==> config.mk <==
export PLATFORM = sky130hd
export DESIGN_NAME = hsic_side_sel
export DESIGN_NICKNAME = d
export VERILOG_FILES = /design/src/hdl/hsic_pkg.sv /design/src/hdl/hsic_side_sel.sv
export SDC_FILE = /design/constraint.sdc
export NUM_CORES = 1
export LEC_CHECK = 0
export CAP_MARGIN = 20
export CORE_AREA = 2 2 178 250
export CTS_BUF_LIST = sky130_fd_sc_hd__clkbuf_16
export DETAILED_ROUTE_END_ITERATION = 8
export DIE_AREA = 0 0 180 252
export DONT_BUFFER_PORTS = 1
export HOLD_SLACK_MARGIN = 0.02
export PLACE_DENSITY = 0.65
export SETUP_SLACK_MARGIN = 0.3
export SYNTH_ARGS = -nofsm -noshare
export SYNTH_HDL_FRONTEND = slang
export SYNTH_SLANG_ARGS = --single-unit
==> constraint.sdc <==
create_clock -name clk_i -period 12.2 [get_ports clk_i]
set_clock_uncertainty 0.15 [all_clocks]
set_input_delay 1.83 -clock clk_i [delete_from_list [all_inputs] [get_ports clk_i]]
set_output_delay 1.83 -clock clk_i [all_outputs]
set_load 0.005 [all_outputs]
==> src/hdl/hsic_pkg.sv <==
package hsic_pkg;

  localparam int unsigned IDX_W   = 60;
  localparam int unsigned RING_W  = (IDX_W + 1) / 2;
  localparam int unsigned STEP_W  = $clog2(RING_W);
  localparam int unsigned CELLS_W = IDX_W + 3;
  localparam int unsigned LEN_W   = RING_W + 1;
  localparam int unsigned POS_W   = RING_W + 4;
  localparam int unsigned COORD_W = 32;
  localparam int unsigned SIDES   = 6;

  typedef enum logic [2:0] {
    SIDE_0 = 3'd0,
    SIDE_1 = 3'd1,
    SIDE_2 = 3'd2,
    SIDE_3 = 3'd3,
    SIDE_4 = 3'd4,
    SIDE_5 = 3'd5
  } hsic_side_e;

  typedef struct packed {
    logic               zero;
    logic [IDX_W-1:0]   idx;
    logic [CELLS_W-1:0] cells;
    logic [RING_W-1:0]  ring;
  } hsic_srch_t;

  typedef struct packed {
    logic             zero;
    hsic_side_e       side;
    logic [LEN_W-1:0] len;
    logic [POS_W-1:0] pos;
  } hsic_side_t;

endpackage

==> src/hdl/hsic_side_sel.sv <==
module hsic_side_sel (
  input  logic                 clk_i,
  input  logic                 rst_ni,
  input  logic                 valid_i,
  output logic                 ready_o,
  input  hsic_pkg::hsic_srch_t data_i,
  output logic                 valid_o,
  input  logic                 ready_i,
  output hsic_pkg::hsic_side_t data_o
);
  import hsic_pkg::*;

  logic             a_valid_q;
  logic             a_zero_q;
  logic [POS_W-1:0] a_pos_q;
  logic [POS_W-1:0] a_pos_d;
  logic [LEN_W-1:0] a_len_q;
  logic [LEN_W-1:0] a_len_d;
  logic [POS_W-1:0] a_mult_q [SIDES-1];
  logic [POS_W-1:0] a_mult_d [SIDES-1];
  logic             a_ready;

  logic             b_valid_q;
  hsic_side_t       b_data_q;
  hsic_side_t       b_data_d;
  logic [POS_W-1:0] sub;
  logic             b_ready;

  // The position within the ring is the index less the cells of the inner rings.
  always_comb begin
    a_pos_d     = POS_W'(data_i.idx) - POS_W'(data_i.cells);
    a_len_d     = LEN_W'(data_i.ring) + LEN_W'(1);
    a_mult_d[0] = POS_W'(a_len_d);
    a_mult_d[1] = a_mult_d[0] << 1;
    a_mult_d[2] = a_mult_d[1] + a_mult_d[0];
    a_mult_d[3] = a_mult_d[0] << 2;
    a_mult_d[4] = a_mult_d[3] + a_mult_d[0];
  end

  always_comb begin
    b_data_d.zero = a_zero_q;
    b_data_d.len  = a_len_q;
    if (a_pos_q <= a_mult_q[0]) begin
      b_data_d.side = SIDE_0;
      sub           = '0;
    end else if (a_pos_q <= a_mult_q[1]) begin
      b_data_d.side = SIDE_1;
      sub           = a_mult_q[0];
    end else if (a_pos_q <= a_mult_q[2]) begin
      b_data_d.side = SIDE_2;
      sub           = a_mult_q[1];
    end else if (a_pos_q <= a_mult_q[3]) begin
      b_data_d.side = SIDE_3;
      sub           = a_mult_q[2];
    end else if (a_pos_q <= a_mult_q[4]) begin
      b_data_d.side = SIDE_4;
      sub           = a_mult_q[3];
    end else begin
      b_data_d.side = SIDE_5;
      sub           = a_mult_q[4];
    end
    b_data_d.pos = a_pos_q - sub;
  end

  assign b_ready = !b_valid_q || ready_i;
  assign a_ready = !a_valid_q || b_ready;
  assign ready_o = a_ready;
  assign valid_o = b_valid_q;
  assign data_o  = b_data_q;

  always_ff @(posedge clk_i or negedge rst_ni) begin
    if (!rst_ni) begin
      a_valid_q <= 1'b0;
      b_valid_q <= 1'b0;
    end else begin
      if (a_ready) begin
        a_valid_q <= valid_i;
      end
      if (b_ready) begin
        b_valid_q <= a_valid_q;
      end
    end
  end

  always_ff @(posedge clk_i) begin
    if (a_ready && valid_i) begin
      a_zero_q <= data_i.zero;
      a_pos_q  <= a_pos_d;
      a_len_q  <= a_len_d;
      a_mult_q <= a_mult_d;
    end
    if (b_ready && a_valid_q) begin
      b_data_q <= b_data_d;
    end
  end

endmodule

==> flow_summary.toml <==
[grt]
antenna_found_initial = 0
grt_util_met1_pct = 24.6
grt_util_met2_pct = 35.7
grt_max_degree = 81
top_usage_layer = "met2"
met3_usage_pct = 2.40
first_global_vias = 13700
grt_usage_pct = 20.0
grt_overflow = 0
grt_pass1_wl_um = 72900

[flow_run]
drv_cap = 0

[cells_and_area]
fin_area_sq_mm = 0.0187
drive_above_1_share_pct = 4.38
fin_util_pct = 43.7
nets = 2258
syn_to_final_growth_pct = 7.08
final_cell_count_no_fill = 2379
final_cell_mix = "ha_1 (284), edfxtp_1 (199), inv_1 (179), a21oi_1 (142), nand2_1 (126)"
final_common_cell = "ha_1"
antennaDiodeCount = 0

[worst_setup_path]
timing.critical_path.buf_inv = 0
path_common_cell = "a21o_1"
cp_top_family = "compound AO/OA/AOI/OAI gates"
critPathArrivalTime_ns = 7.41
cp_data_required_time_ns = 12.31
path_cells = "ha_1 -> a21oi_1 -> o21ai_0 -> a2111oi_0 -> a211oi_1 -> o21ai_0 -> a21o_1 -> and2b_1 -> a22oi_1 -> a21o_1 -> ha_1 -> a21oi_1 -> o2111ai_1 -> a211oi_1 -> o211ai_2 -> a31oi_4 -> o21ai_2 -> a21o_1 -> a31o_1 -> a31oi_1 -> xor3_1"
slowest_stage = "and2b_1"
cp_max_fo = 29
crit_type = "reg2reg"
end_kind = "register"
start_kind = "register"
critical_path.max_stage_delay_ns = 0.90

[sta]
finalSetupViolCount = 0
holdWs_ns = 0.269
hold_violations = 0
tns_ns = 0
slew_headroom_pct = 26.6
rsz0062_at_grt = "false"
period_share_pct = 59.8
max_clock_freq_mhz = 137
tightestPinTransition_ns = 1.09
period_minus_slack_ns = 7.30
slew_viol_final = 0

[power_and_ir_drop]
p_per_area_mw_per_mm2 = 151
clkPwrFrac_pct = 21.5
p_int_uw = 1770
sw_frac_of_total_pct = 37.1
pwr-share-seq_pct = 37.3
power_switching_uw = 1050
ir_drop_mv = 0.0856
p_leak_uw = 0.00810
comb_power_share_pct = 41.2

[outcome]
status = "completed"

[synthesis]
syn-mean-instance-area_sq_um = 9.64
synth_edf_count = 199
async_flop_share_pct = 0.995
synth_fp_nets = 2259
synth.distinct_cells = 80
synth_seq_cells = 201
yosysSeqAreaShare_pct = 34.4
syn_inst = 1814
syn-cell-area_sq_mm = 0.0175
ys_warn_count = 0
synth_flop_cell = "edfxtp_1"

[clock_tree]
hold_buffers = 0
numCtsBuffers = 21
cts_setup_buffers = 0
insertion_delay_ns = 0.52
clkTransAtPathRegs_ns = 0.06
ctsResizeCount = 0
cts-root-buf = "clkbuf_16"
clock_path_buffers = 3
htreeDepth = 1
cts_tree = "built"
cts_sinks = 201

[floorplan]
num_rows = 90
dieHeight_um = 252
start_util_pct = 40.8
die_x_um = 180
core_sq_mm = 0.0429
die-area_sq_mm = 0.0454
io_pins = 229

[place]
placed_cell_area_sq_mm = 0.0181
dp_hpwl_um = 37500
dp.cells = 2342
gp_congestion = 0.874
port_buffers = 0

[route]
wl_per_cell_um = 19.6
drt_iter0_drc = 1056
via_per_inst = 5.77
drc_errors = 0
antenna_left = 0
wl_um = 46600
first_pass_iters = 6
routed-via-count = 13700

[min_path]
hold_class = "reg2reg"
[power by group through the flow]
| stage | combinational [uW] | sequential, uW | clock [uW] |
|---|---|---|---|
| global route | 1310 | 1070 | 648 |
| floorplan | 918 | 1020 | 0 |
| finish | 1160 | 1050 | 607 |
| global placement | 1120 | 1070 | 0 |
| detailed placement | 1150 | 1070 | 0 |
| CTS | 1160 | 1060 | 624 |
[sequential cells by signal, summed over array words and instances, names as in the netlist]
name,cells
a_zero_q,1
data_o,69
a_pos_q,34
a_mult_q,95
valid_o,1
a_valid_q,1
[cell families (layout without fill, tap and decap cells)]
| group | Yosys count | count (layout) | share of synthesized area [%] |
|---|---|---|---|
| and+or+nand+nor | 440 | 440 | 12.1 |
| AOI/OAI and AO/OA | 542 | 542 | 21.1 |
| adders and majority gates | 287 | 287 | 20.7 |
| xor gates and xnor gates | 136 | 136 | 6.94 |
| muxes | 2 | 2 | 0.114 |
| buffers and inverters | 206 | 219 | 4.64 |
| DFF | 201 | 201 | 34.4 |
[final timing paths]
kind / startpoint / to / slack [ns] / cells after the start
min reg2reg: a_zero_q / data_o[68] / 0.27 / 0
max: a_pos_q[5] / data_o[33] / 4.90 / 21
max in group asynchronous: rst_ni / a_valid_q / 10.99 / 0
min: a_zero_q / data_o[68] / 0.27 / 0
min in group asynchronous: rst_ni / valid_o / 0.85 / 0
max reg2reg: a_pos_q[5] / data_o[33] / 4.90 / 21
[cells in the mapped netlist (all sizes together), types with 3 or more instances]
master / count / area [sq um]
a221o: 4 / 40.0
a31o: 8 / 70.1
o21bai: 15 / 113
nand2: 126 / 473
xor2: 34 / 298
a21oi: 146 / 742
buf: 14 / 90.1
a21boi: 3 / 22.5
o2111ai: 3 / 26.3
nor2b: 19 / 119
xnor2: 101 / 892
a21o: 93 / 698
a311oi: 3 / 32.5
o31ai: 4 / 30.0
fa: 3 / 60.1
nand4b: 4 / 35.0
o21a: 23 / 173
a22oi: 30 / 225
nor4: 11 / 75.1
nor2: 113 / 427
o21ba: 3 / 30.0
and2: 9 / 56.3
nor3: 25 / 125
a211oi: 23 / 183
o31a: 3 / 26.3
a2111oi: 9 / 85.1
nand3: 42 / 210
or2: 3 / 18.8
edfxtp: 199 / 5980
ha: 284 / 3550
nand4: 40 / 250
nand2b: 17 / 106
o211ai: 68 / 566
a31oi: 6 / 52.6
clkbuf: 17 / 63.8
and4: 3 / 26.3
inv: 175 / 657
nand3b: 3 / 22.5
o21ai: 82 / 422
and3: 18 / 113
[layer usage]
layer  up-vias  part of all wire, %  wire length (um)
met5         -                    0                 0
met4         0                  3.7              1720
met3        75                  5.1              2390
met2       376                   49             22800
met1      6532                   42             19600
li1       6739                    -                 -
[metrics by stage]
| step | power, uW | setup WS [ns] |
|---|---|---|
| 2_1_floorplan | 1940 | 6.55 |
| 3_3_place_gp | 2190 | 4.94 |
| 3_5_place_dp | 2220 | 4.92 |
| 4_1_cts | 2840 | 4.90 |
| 5_1_grt | 3020 | 4.32 |
| 6_report | 2820 | 4.90 |
[cell type report]
| type | count | area (sq um) |
|---|---|---|
| Inverter | 175 | 657 |
| Sequential cell | 201 | 6030 |
| Tap cell | 552 | 691 |
| Clock inverter | 16 | 103 |
| Multi-Input combinational cell | 1407 | 10700 |
| Timing Repair Buffer | 7 | 52.6 |
| Clock buffer | 21 | 526 |
| Fill cell | 4052 | 24200 |
Power figures use the tool's default switching activity.
