File: src/hdl/hsic_pkg.sv
package hsic_pkg;

  localparam int unsigned IDX_W   = 60;
  localparam int unsigned RING_W  = (IDX_W + 1) / 2;
  localparam int unsigned STEP_W  = $clog2(RING_W);
  localparam int unsigned CELLS_W = IDX_W + 3;
  localparam int unsigned LEN_W   = RING_W + 1;
  localparam int unsigned POS_W   = RING_W + 4;
  localparam int unsigned COORD_W = 32;
  localparam int unsigned SIDES   = 6;

  typedef enum logic [2:0] {
    SIDE_0 = 3'd0,
    SIDE_1 = 3'd1,
    SIDE_2 = 3'd2,
    SIDE_3 = 3'd3,
    SIDE_4 = 3'd4,
    SIDE_5 = 3'd5
  } hsic_side_e;

  typedef struct packed {
    logic               zero;
    logic [IDX_W-1:0]   idx;
    logic [CELLS_W-1:0] cells;
    logic [RING_W-1:0]  ring;
  } hsic_srch_t;

  typedef struct packed {
    logic             zero;
    hsic_side_e       side;
    logic [LEN_W-1:0] len;
    logic [POS_W-1:0] pos;
  } hsic_side_t;

endpackage

File: src/hdl/hsic_ring_stage.sv
module hsic_ring_stage (
  input  logic                       clk_i,
  input  logic                       rst_ni,
  input  logic [hsic_pkg::STEP_W-1:0] step_i,
  input  logic                       valid_i,
  output logic                       ready_o,
  input  hsic_pkg::hsic_srch_t       data_i,
  output logic                       valid_o,
  input  logic                       ready_i,
  output hsic_pkg::hsic_srch_t       data_o
);
  import hsic_pkg::*;

  logic               valid_q;
  hsic_srch_t         data_q;
  hsic_srch_t         data_d;
  logic [RING_W-1:0]  bit_w;
  logic [RING_W-1:0]  ring_try;
  logic [CELLS_W-1:0] base;
  logic [CELLS_W-1:0] inc;
  logic [CELLS_W-1:0] cells_try;

  // Setting bit b of t raises 3t(t+1) by 3 * 2^b * (2t + 2^b + 1).
  always_comb begin
    bit_w     = RING_W'(1) << step_i;
    ring_try  = data_i.ring | bit_w;
    base      = (CELLS_W'(data_i.ring) << 1) + CELLS_W'(bit_w) + CELLS_W'(1);
    inc       = base << step_i;
    cells_try = data_i.cells + inc + (inc << 1);
    data_d    = data_i;
    if (cells_try < CELLS_W'(data_i.idx)) begin
      data_d.ring  = ring_try;
      data_d.cells = cells_try;
    end
  end

  assign ready_o = !valid_q || ready_i;
  assign valid_o = valid_q;
  assign data_o  = data_q;

  always_ff @(posedge clk_i or negedge rst_ni) begin
    if (!rst_ni) begin
      valid_q <= 1'b0;
    end else if (ready_o) begin
      valid_q <= valid_i;
    end
  end

  always_ff @(posedge clk_i) begin
    if (ready_o && valid_i) begin
      data_q <= data_d;
    end
  end

endmodule

File: config.mk
export PLATFORM = sky130hd
export DESIGN_NAME = hsic_ring_stage
export DESIGN_NICKNAME = d
export VERILOG_FILES = /design/src/hdl/hsic_pkg.sv /design/src/hdl/hsic_ring_stage.sv
export SDC_FILE = /design/constraint.sdc
export NUM_CORES = 1
export LEC_CHECK = 0
export ABC_CLOCK_PERIOD_IN_PS = 5500
export BUFFER_PORTS_ARGS = -buffer_cell sky130_fd_sc_hd__buf_2
export CAP_MARGIN = 15
export CORE_UTILIZATION = 50
export CTS_BUF_LIST = sky130_fd_sc_hd__clkbuf_4
export CTS_CLUSTER_SIZE = 28
export DETAILED_ROUTE_END_ITERATION = 8
export PLACE_DENSITY = 0.73
export SETUP_SLACK_MARGIN = 0.15
export SYNTH_ARGS = -nofsm -noshare
export SYNTH_HDL_FRONTEND = slang
export SYNTH_SLANG_ARGS = --single-unit
File: constraint.sdc
create_clock -name clk_i -period 5.5 [get_ports clk_i]
set_input_delay 0.825 -clock clk_i [delete_from_list [all_inputs] [get_ports clk_i]]
set_output_delay 0.825 -clock clk_i [all_outputs]
set_load 0.01 [all_outputs]
==> flow_metrics.env, run 1 <==
export IMPL_run_status="finished with violations"
export IMPL_violations="negative setup slack"
export IMPL_leakage_nw=12.2
export IMPL_cp_slowest_cell="mux4_2"
export IMPL_final_area_sq_um=24900
export IMPL_timing_max_cap_violations=0
export IMPL_root_buffer="clkbuf_4"
export IMPL_antenna_found_initial=1
export IMPL_drcViolationCount=0
export IMPL_cts_buffer_depth=2
export IMPL_worst_slack_ns=-4.03
export IMPL_max_stage_delay_ns=0.55
export IMPL_hold_path_class="in2reg"
export IMPL_tightest_slew_ns=0.880
export IMPL_dp_hpwl_mm=50.2
export IMPL_worstPathMaxFanout=8
export IMPL_top_layer_used="met4"
export IMPL_slew_headroom_pct=41.3
export IMPL_core_area_sq_um=32900
export IMPL_syn_inst=1857
export IMPL_cp_arrival_ns=9.93
export IMPL_vias=18200
export IMPL_routed_wl_met2_mm=29.6
export IMPL_grt_pass1_vias=18100
export IMPL_place_congestion=0.999
export IMPL_ys_warnings_count=0
export IMPL_synth_top_flop_cell="edfxtp_1"
export IMPL_antenna_left=0
export IMPL_fp_dieW_um=185
export IMPL_criticalPathCategory="in2reg"
export IMPL_ioPinCount=319
export IMPL_synth_mux_area_share_pct=8.28
export IMPL_wl_met3_mm=3.32
export IMPL_synth_adder_area_share_pct=18.6
export IMPL_drt_met1_wl_mm=26.4
export IMPL_layout_drive_gt1_share_pct=43.9
export IMPL_hold_violations=0
export IMPL_port_buffers=318
export IMPL_cts_buffers=17
export IMPL_end_kind="flop"
export IMPL_finalCriticalPeriod_ns=9.53
export IMPL_rsz0062_at_grt="yes"
export IMPL_die_y_um=185
export IMPL_start_kind="primary input"
export IMPL_syn_to_final_growth_pct=47.8
export IMPL_avgSynthCellArea_sq_um=9.06
export IMPL_grt_first_pass_wirelength_mm=94.7
export IMPL_fmax_mhz=105
export IMPL_cts_tree="yes"
export IMPL_finalNonFillerCells=3199
export IMPL_placed_area_sq_um=23500
export IMPL_dp_slack_ns=-5.38
export IMPL_dieArea_sq_um=34400
export IMPL_synth_seq_cells=155
export IMPL_wl_mm=61.6
export IMPL_p_per_area_nw_per_um2=296
export IMPL_synth_cell_types=84
export IMPL_path_clk_slew_ns=0.14
export IMPL_clkSinkCount=155
export IMPL_finalNetCount=3119
export IMPL_rows=66
export IMPL_dpl_cell_count=3131
export IMPL_synth_simple_gate_area_share_pct=13.7
export IMPL_maxSlewViolCount=0
export IMPL_cts_htree_levels=4
export IMPL_grt_ovfl_total=0
export IMPL_synth_xor_area_share_pct=4.32
export IMPL_synth_compound_area_share_pct=21.7
export IMPL_drt_iter0_markers=1422
export IMPL_insertion_delay_ns=0.65
export IMPL_synth_edf_count=154
export IMPL_ir_worst_vdd_uv=172
export IMPL_grt_usage_pct=35.7
export IMPL_dr_pass1_iters=6
export IMPL_clock_skew_ns=0.0178
export IMPL_finalPower_mw=7.37
export IMPL_post_route_period_util_pct=173
export IMPL_async_flop_share_pct=0.645
export IMPL_synth_area_sq_um=16800
export IMPL_drt_vias_per_instance=5.67
export IMPL_crit_required_ns=5.89
export IMPL_grt_max_degree=155
export IMPL_synth_seq_area_share_pct=27.6
export IMPL_wl_per_cell_um=19.2
export IMPL_start_util_pct=51.2
export IMPL_setup_viol=93
export IMPL_synth_top_family_by_area="compound AO/OA/AOI/OAI gates"
export IMPL_final_util_pct=75.7
[per-layer routing]
| metal | global-route usage (%) | vias up |
|---|---|---|
| li1 | - | 8594 |
| met1 | 46.4 | 8721 |
| met2 | 60.5 | 715 |
| met3 | 3.23 | 123 |
| met4 | 15.0 | 0 |
| met5 | 0 | - |
[where the power goes]
group / switching (mW) / internal (mW)
sequential: 0.0211 / 1.42
combinational: 2.63 / 2.51
clock: 0.451 / 0.334
total: 3.11 / 4.26
[stage by stage]
step | setup TNS (ns) | hold slack [ns]
after global placement | -481.73 | 0.506
after global routing | -399.30 | 0.323
after detailed placement | -491.09 | 0.530
final | -370.82 | 0.344
after floorplan | -359.43 | 0.529
after CTS | -364.27 | 0.300
[what timing repair did]
| action | 4_1_cts | 5_1_grt |
|---|---|---|
| endpoints found under the setup margin | 93 | 93 |
| hold endpoints to repair | 1 | 0 |
| hold buffers | 1 | 0 |
| resized for setup | 108 | 65 |
| pin swaps | 28 | 10 |
| buffers inserted | 21 | 12 |
| gates cloned | 0 | 1 |
[synthesized netlist by cell type (11+ instances only)]
| library cell | number | area [sq um] |
|---|---|---|
| and2_1 | 17 | 106 |
| clkbuf_1 | 65 | 244 |
| inv_1 | 159 | 597 |
| nand2_1 | 135 | 507 |
| nand3_1 | 58 | 290 |
| mux2_2 | 84 | 946 |
| o21bai_1 | 14 | 105 |
| nor2_1 | 146 | 548 |
| nand2b_1 | 16 | 100 |
| mux2i_1 | 29 | 290 |
| edfxtp_1 | 154 | 4620 |
| xnor2_1 | 48 | 420 |
| nor3_1 | 31 | 155 |
| fa_1 | 63 | 1260 |
| o211ai_1 | 16 | 120 |
| nand4_1 | 22 | 138 |
| a21oi_1 | 150 | 751 |
| o21a_1 | 15 | 113 |
| a31oi_1 | 21 | 131 |
| nor2b_1 | 15 | 93.8 |
| and3_1 | 11 | 68.8 |
| ha_1 | 150 | 1880 |
| a21o_1 | 97 | 728 |
| a211oi_1 | 16 | 120 |
| xor2_1 | 35 | 307 |
| o21ai_0 | 87 | 435 |
[worst max-delay path, delay by kind of cell]
family                     cells  cell delay [ns]
AOI/OAI and AO/OA             14             3.15
xor gates and xnor gates       2             0.18
adders and majority gates      4             1.13
buffers and inverters          7             0.97
muxes                          3             1.43
and+or+nand+nor               13             2.17
[cell usage in the layout (no fill, tap or decap), types with 9 or more instances in the layout]
cell type and count:
a21oi_2 10, a21o_1 97, o211ai_1 16, nand4_1 22, mux2_4 30, a211o_1 9, ha_1 140, nand3_1 57
mux2_2 54, buf_12 10, mux2i_1 26, buf_6 10, a221o_1 9, o21ai_0 73, fa_1 63, clkbuf_4 21
and2_1 15, nor3_1 29, o21a_1 15, inv_1 155, xnor2_1 44, xor2_1 33, nor2_1 125, nand2_1 120
a211oi_1 13, o21bai_1 14, edfxtp_1 154, nor2_4 12, and3_1 11, o21ai_1 13, a21oi_1 138, nand2b_1 16
buf_2 315, a31oi_1 15, nor2_2 10, nor2b_1 15, buf_4 613
[flip-flops by register name, summed over array words and instances, names as in the netlist]
name,count
valid_o,1
data_o,154
[logic make-up after synthesis]
| group | count (synthesis) |
|---|---|
| AO/OA/AOI/OAI | 544 |
| adder cells (fa/ha/maj) | 213 |
| buffers and inverters | 248 |
| XOR/XNOR | 83 |
| AND/OR/NAND/NOR | 493 |
| multiplexers | 120 |
| flip-flops | 155 |
| other | 1 |
[final cells by class]
| class | instances | area, sq um |
|---|---|---|
| clock buffer | 21 | 158 |
| timing repair buffer | 952 | 6560 |
| sequential | 155 | 4650 |
| clock inverter | 11 | 144 |
| inverter | 162 | 636 |
| multi-input combinational | 1455 | 12200 |
| antenna | 1 | 2.50 |
| fill | 2502 | 7980 |
| tap | 442 | 553 |
[final timing paths]
kind	from	endpoint	slack [ns]	cells past startpoint
max	step_i[0]	data_o[70]	-4.03	43
min	data_i[93]	data_o[93]	0.34	1
max reg2reg	valid_o	data_o[150]	3.75	3
min reg2reg	valid_o	valid_o	0.56	2
max in group asynchronous	rst_ni	valid_o	4.96	2
min in group asynchronous	rst_ni	valid_o	0.46	2
Power figures use the tool's default switching activity.
==> inputs of run 2 (changes only) <==
- ABC_CLOCK_PERIOD_IN_PS: 5500 -> 10410
- CORE_ASPECT_RATIO: not set -> 0.6
- clock period: 5.5 -> 10.41 ns (I/O delays scaled with it)
==> flow_metrics.env, run 2 (synthesis gave the netlist of run 1 again) <==
export IMPL_drt_iter0_markers=1946
export IMPL_wl_mm=66.1
export IMPL_multiInputGateArea_sq_um=12500
export IMPL_r2r_start="valid_o"
export IMPL_cts_buffers=17
export IMPL_run_status="finished with violations"
export IMPL_ioPinCount=319
export IMPL_rrSetupSlack_ns=8.40
export IMPL_fp_dieW_um=239
export IMPL_worst_slack_ns=-0.147
export IMPL_post_route_period_util_pct=101
export IMPL_violations="negative setup slack"
export IMPL_setup_viol=68
export IMPL_p_per_area_nw_per_um2=162
export IMPL_clock_skew_ns=0.0182
export IMPL_hold_violations=0
export IMPL_grtUsageMet1_pct=54.0
export IMPL_tightest_slew_ns=1.06
export IMPL_grt_pass1_vias=17300
export IMPL_fmax_mhz=94.7
export IMPL_antenna_left=0
export IMPL_layout_drive_gt1_share_pct=45.7
export IMPL_wl_per_cell_um=20.7
export IMPL_leakage_nw=12.1
export IMPL_layout_commonest_cell="buf_4"
export IMPL_crit_required_ns=10.86
export IMPL_grt_usage_pct=36.2
export IMPL_seq_area_sq_um=4650
export IMPL_cts_tree="yes"
export IMPL_critPathLaunch="step_i[3]"
export IMPL_maxSlewViolCount=0
export IMPL_grt_max_degree=78
export IMPL_worstPathMaxFanout=25
export IMPL_root_buffer="clkbuf_4"
export IMPL_ir_worst_vdd_uv=126
export IMPL_fill_cells=2325
export IMPL_final_area_sq_um=25200
export IMPL_holdCritStartpoint="valid_o"
export IMPL_place_congestion=1.00
export IMPL_timing_max_cap_violations=0
export IMPL_r2r_end="data_o[0]"
export IMPL_cp_arrival_ns=11.01
export IMPL_cts_hold_fix_buffers=0
export IMPL_max_stage_delay_ns=0.55
export IMPL_grt_busiest_layer="met1"
export IMPL_ff2ff_path_depth=3
export IMPL_port_buffers=318
export IMPL_most_common_layout_cells="buf_4 (582), buf_2 (314), inv_1 (154), edfxtp_1 (154), ha_1 (129)"
export IMPL_core_area_sq_um=32800
export IMPL_end_kind="flop"
export IMPL_dr_pass1_iters=6
export IMPL_dieArea_sq_um=34400
export IMPL_cp_endpoint="data_o[73]"
export IMPL_drcViolationCount=0
export IMPL_clkSinkCount=155
export IMPL_rsz0062_at_grt="yes"
export IMPL_antenna_found_initial=1
export IMPL_final_util_pct=76.8
export IMPL_start_util_pct=51.3
export IMPL_vias=18600
export IMPL_finalNetCount=3104
export IMPL_rows=51
export IMPL_criticalPathCategory="in2reg"
export IMPL_cts_buffer_depth=2
export IMPL_slew_headroom_pct=29.6
export IMPL_cts_htree_levels=4
export IMPL_path_clk_slew_ns=0.16
export IMPL_start_kind="primary input"
export IMPL_largest_reg_flops=154
export IMPL_hold_path_class="reg2reg"
export IMPL_use_met3_pct=7.29
export IMPL_dp_hpwl_mm=51.0
export IMPL_drt_vias_per_instance=5.83
export IMPL_syn_to_final_growth_pct=49.6
export IMPL_cp_slowest_cell="mux4_2"
export IMPL_crit_path_frequent_cell="buf_4"
export IMPL_grt_first_pass_wirelength_mm=95.8
export IMPL_antenna_cells=0
export IMPL_die_y_um=144
export IMPL_grt_ovfl_total=0
export IMPL_insertion_delay_ns=0.67
export IMPL_finalCriticalPeriod_ns=10.56
export IMPL_met2_usage_pct=53.9
export IMPL_placed_area_sq_um=22900
==> run 2: changes by cell type in the layout (fill, tap and decap cells not counted), sizes merged <==
cell and change:
buf -16, inv +9, bufinv -3, clkinv -2, clkbuf -1, clkinvlp -1
diode -1, dlygate4sd3 -1
==> run 2: through the flow <==
stage	power (mW)	hold slack [ns]	instances	worst slack, ns	setup TNS (ns)
3_3_place_gp	3.16	0.509	3069	-0.976	-86.92
3_5_place_dp	3.23	0.533	3069	-1.13	-98.89
6_report	4.09	0.591	3191	-0.147	-4.82
4_1_cts	3.85	0.551	3153	0.137	0
2_1_floorplan	2.16	0.622	1858	0.153	0
5_1_grt	4.33	0.592	3191	-0.527	-36.66
==> run 2: how the worst min path moves through the flow <==
stage / depth (start not counted) / to
5_1_grt: 1 / valid_o
6_report: 2 / valid_o
4_1_cts: 1 / valid_o
3_3_place_gp: 2 / valid_o
2_1_floorplan: 2 / valid_o
3_5_place_dp: 2 / valid_o
==> run 2: per-layer routing <==
| metal | up-vias | routed length (um) |
|---|---|---|
| met3 | 128 | 6420 |
| met4 | 0 | 1370 |
| met1 | 8900 | 30000 |
| li1 | 8570 | - |
| met5 | - | 0 |
| met2 | 1020 | 28400 |
==> run 2: timing repair <==
item | CTS | global route
setup endpoints to repair | 93 | 93
buffers inserted | 49 | 37
cloned | 3 | 2
gates resized for setup | 119 | 148
pin swaps | 35 | 51
==> run 2: where the power goes <==
part / internal, mW / switching (mW) / total (mW)
Clock: 0.108 / 0.289 / 0.397
Combinational: 1.44 / 1.49 / 2.93
Sequential: 0.751 / 0.0121 / 0.763
==> run 2: cell type report <==
class                           instances  area share [%]
Multi-Input combinational cell       1455            49.6
Timing Repair Buffer                  937            26.2
Sequential cell                       155            18.5
Inverter                              162            2.49
Tap cell                              450            2.24
Clock buffer                           18           0.537
Clock inverter                         14           0.507
==> run 2: critical path, delay by kind of cell <==
kind / cells / cell delay [ns]
muxes: 3 / 1.38
buffers and inverters: 25 / 3.19
xor gates and xnor gates: 2 / 0.15
adders and majority gates: 3 / 1.06
AOI/OAI and AO/OA: 9 / 2.13
and+or+nand+nor: 7 / 1.53
==> inputs of run 3 (changes only) <==
- SKIP_LAST_GASP: not set -> 1
==> flow_metrics.env, run 3 (synthesis gave the netlist of run 1 again) <==
export IMPL_rows=51
export IMPL_fmax_mhz=94.7
export IMPL_cp_arrival_ns=11.02
export IMPL_drcViolationCount=0
export IMPL_grt_ovfl_total=0
export IMPL_ioPinCount=319
export IMPL_crit_required_ns=10.86
export IMPL_hold_path_class="reg2reg"
export IMPL_antenna_cells=0
export IMPL_wl_per_cell_um=20.6
export IMPL_wl_mm=65.9
export IMPL_path_clk_slew_ns=0.16
export IMPL_grt_pass1_vias=17300
export IMPL_die_y_um=144
export IMPL_antenna_found_initial=1
export IMPL_grt_usage_pct=36.2
export IMPL_start_util_pct=51.3
export IMPL_cts_hold_fix_buffers=0
export IMPL_start_kind="primary input"
export IMPL_cp_slowest_cell="mux4_2"
export IMPL_place_congestion=1.00
export IMPL_drt_iter0_markers=1942
export IMPL_syn_to_final_growth_pct=49.5
export IMPL_setup_viol=65
export IMPL_antenna_left=0
export IMPL_insertion_delay_ns=0.68
export IMPL_criticalPathCategory="in2reg"
export IMPL_hold_violations=0
export IMPL_cts_buffers=17
export IMPL_vias=18500
export IMPL_worstPathMaxFanout=25
export IMPL_port_buffers=318
export IMPL_root_buffer="clkbuf_4"
export IMPL_dp_hpwl_mm=51.0
export IMPL_violations="negative setup slack"
export IMPL_grt_first_pass_wirelength_mm=95.8
export IMPL_core_area_sq_um=32800
export IMPL_timing_max_cap_violations=0
export IMPL_fill_cells=2333
export IMPL_maxSlewViolCount=0
export IMPL_dr_pass1_iters=6
export IMPL_finalPower_mw=4.08
export IMPL_rsz0062_at_grt="yes"
export IMPL_grt_max_degree=78
export IMPL_layout_commonest_cell="buf_4"
export IMPL_cts_buffer_depth=2
export IMPL_finalCriticalPeriod_ns=10.56
export IMPL_cts_htree_levels=4
export IMPL_tightest_slew_ns=1.04
export IMPL_drt_vias_per_instance=5.80
export IMPL_p_per_area_nw_per_um2=162
export IMPL_end_kind="flop"
export IMPL_clkSinkCount=155
export IMPL_largest_reg_flops=154
export IMPL_worst_slack_ns=-0.153
export IMPL_slew_headroom_pct=30.5
export IMPL_cts_tree="yes"
export IMPL_crit_path_frequent_cell="buf_4"
export IMPL_max_stage_delay_ns=0.55
export IMPL_layout_drive_gt1_share_pct=45.6
export IMPL_fp_dieW_um=239
export IMPL_post_route_period_util_pct=101
export IMPL_finalNetCount=3104
export IMPL_dp_slack_ns=-1.13
export IMPL_ir_worst_vdd_uv=126
export IMPL_final_util_pct=76.7
export IMPL_clock_skew_ns=0.0169
export IMPL_leakage_nw=12.1
export IMPL_most_common_layout_cells="buf_4 (583), buf_2 (314), inv_1 (154), edfxtp_1 (154)"
export IMPL_dieArea_sq_um=34400
export IMPL_run_status="finished with violations"
[run 3: worst paths after layout]
path                            startpoint          to  slack, ns  cells after the start
worst max-delay path             step_i[3]  data_o[73]      -0.15                     49
worst min-delay path               valid_o     valid_o       0.59                      2
worst max register to register     valid_o  data_o[38]       8.42                      3
worst min register to register     valid_o     valid_o       0.59                      2
max in group asynchronous           rst_ni     valid_o       9.71                      1
min in group asynchronous           rst_ni     valid_o       0.62                      1
[run 3: metrics by stage]
| stage | hold slack, ns | instance area, sq um | cells | setup TNS, ns |
|---|---|---|---|---|
| 4_1_cts | 0.551 | 24200 | 3153 | 0 |
| 2_1_floorplan | 0.622 | 17200 | 1858 | 0 |
| 5_1_grt | 0.592 | 25200 | 3191 | -39.91 |
| 3_5_place_dp | 0.533 | 22900 | 3069 | -98.89 |
| 6_report | 0.590 | 25200 | 3191 | -2.21 |
| 3_3_place_gp | 0.509 | 22900 | 3069 | -86.92 |
[run 3: repair_timing]
action	CTS	global route
cloned	3	2
hold endpoints to repair	0	0
setup endpoints to repair	93	93
setup buffers	49	37
gates resized for setup	119	143
pin swaps	35	51
[run 3: layout make-up]
class                      instances  area [sq um]  area share (%)
clock buffer                      18           135           0.537
multi-input combinational       1455         12500            49.6
timing repair buffer             937          6580            26.1
inverter                         162           628            2.50
sequential                       155          4650            18.5
clock inverter                    14           128           0.507
tap                              450           563            2.24
[run 3: power breakdown]
part / leakage [nW] / internal [mW] / switching [mW]
Sequential: 1.48 / 0.751 / 0.0122
Clock: 0.146 / 0.108 / 0.290
Combinational: 10.5 / 1.43 / 1.49
[run 3: layer usage]
metal	global-route usage, %	up-vias	routed length [um]
li1	-	8580	-
met1	54.0	8829	29900
met2	53.9	972	28200
met3	7.29	127	6380
met4	7.15	0	1380
met5	0	-	0
[run 3: critical path, delay by kind of cell]
kind	cells	cell delay (ns)
multiplexers	3	1.38
AO/OA/AOI/OAI	9	2.14
buffers and inverters	25	3.18
XOR/XNOR	2	0.15
AND/OR/NAND/NOR	7	1.52
adder cells (fa/ha/maj)	3	1.06
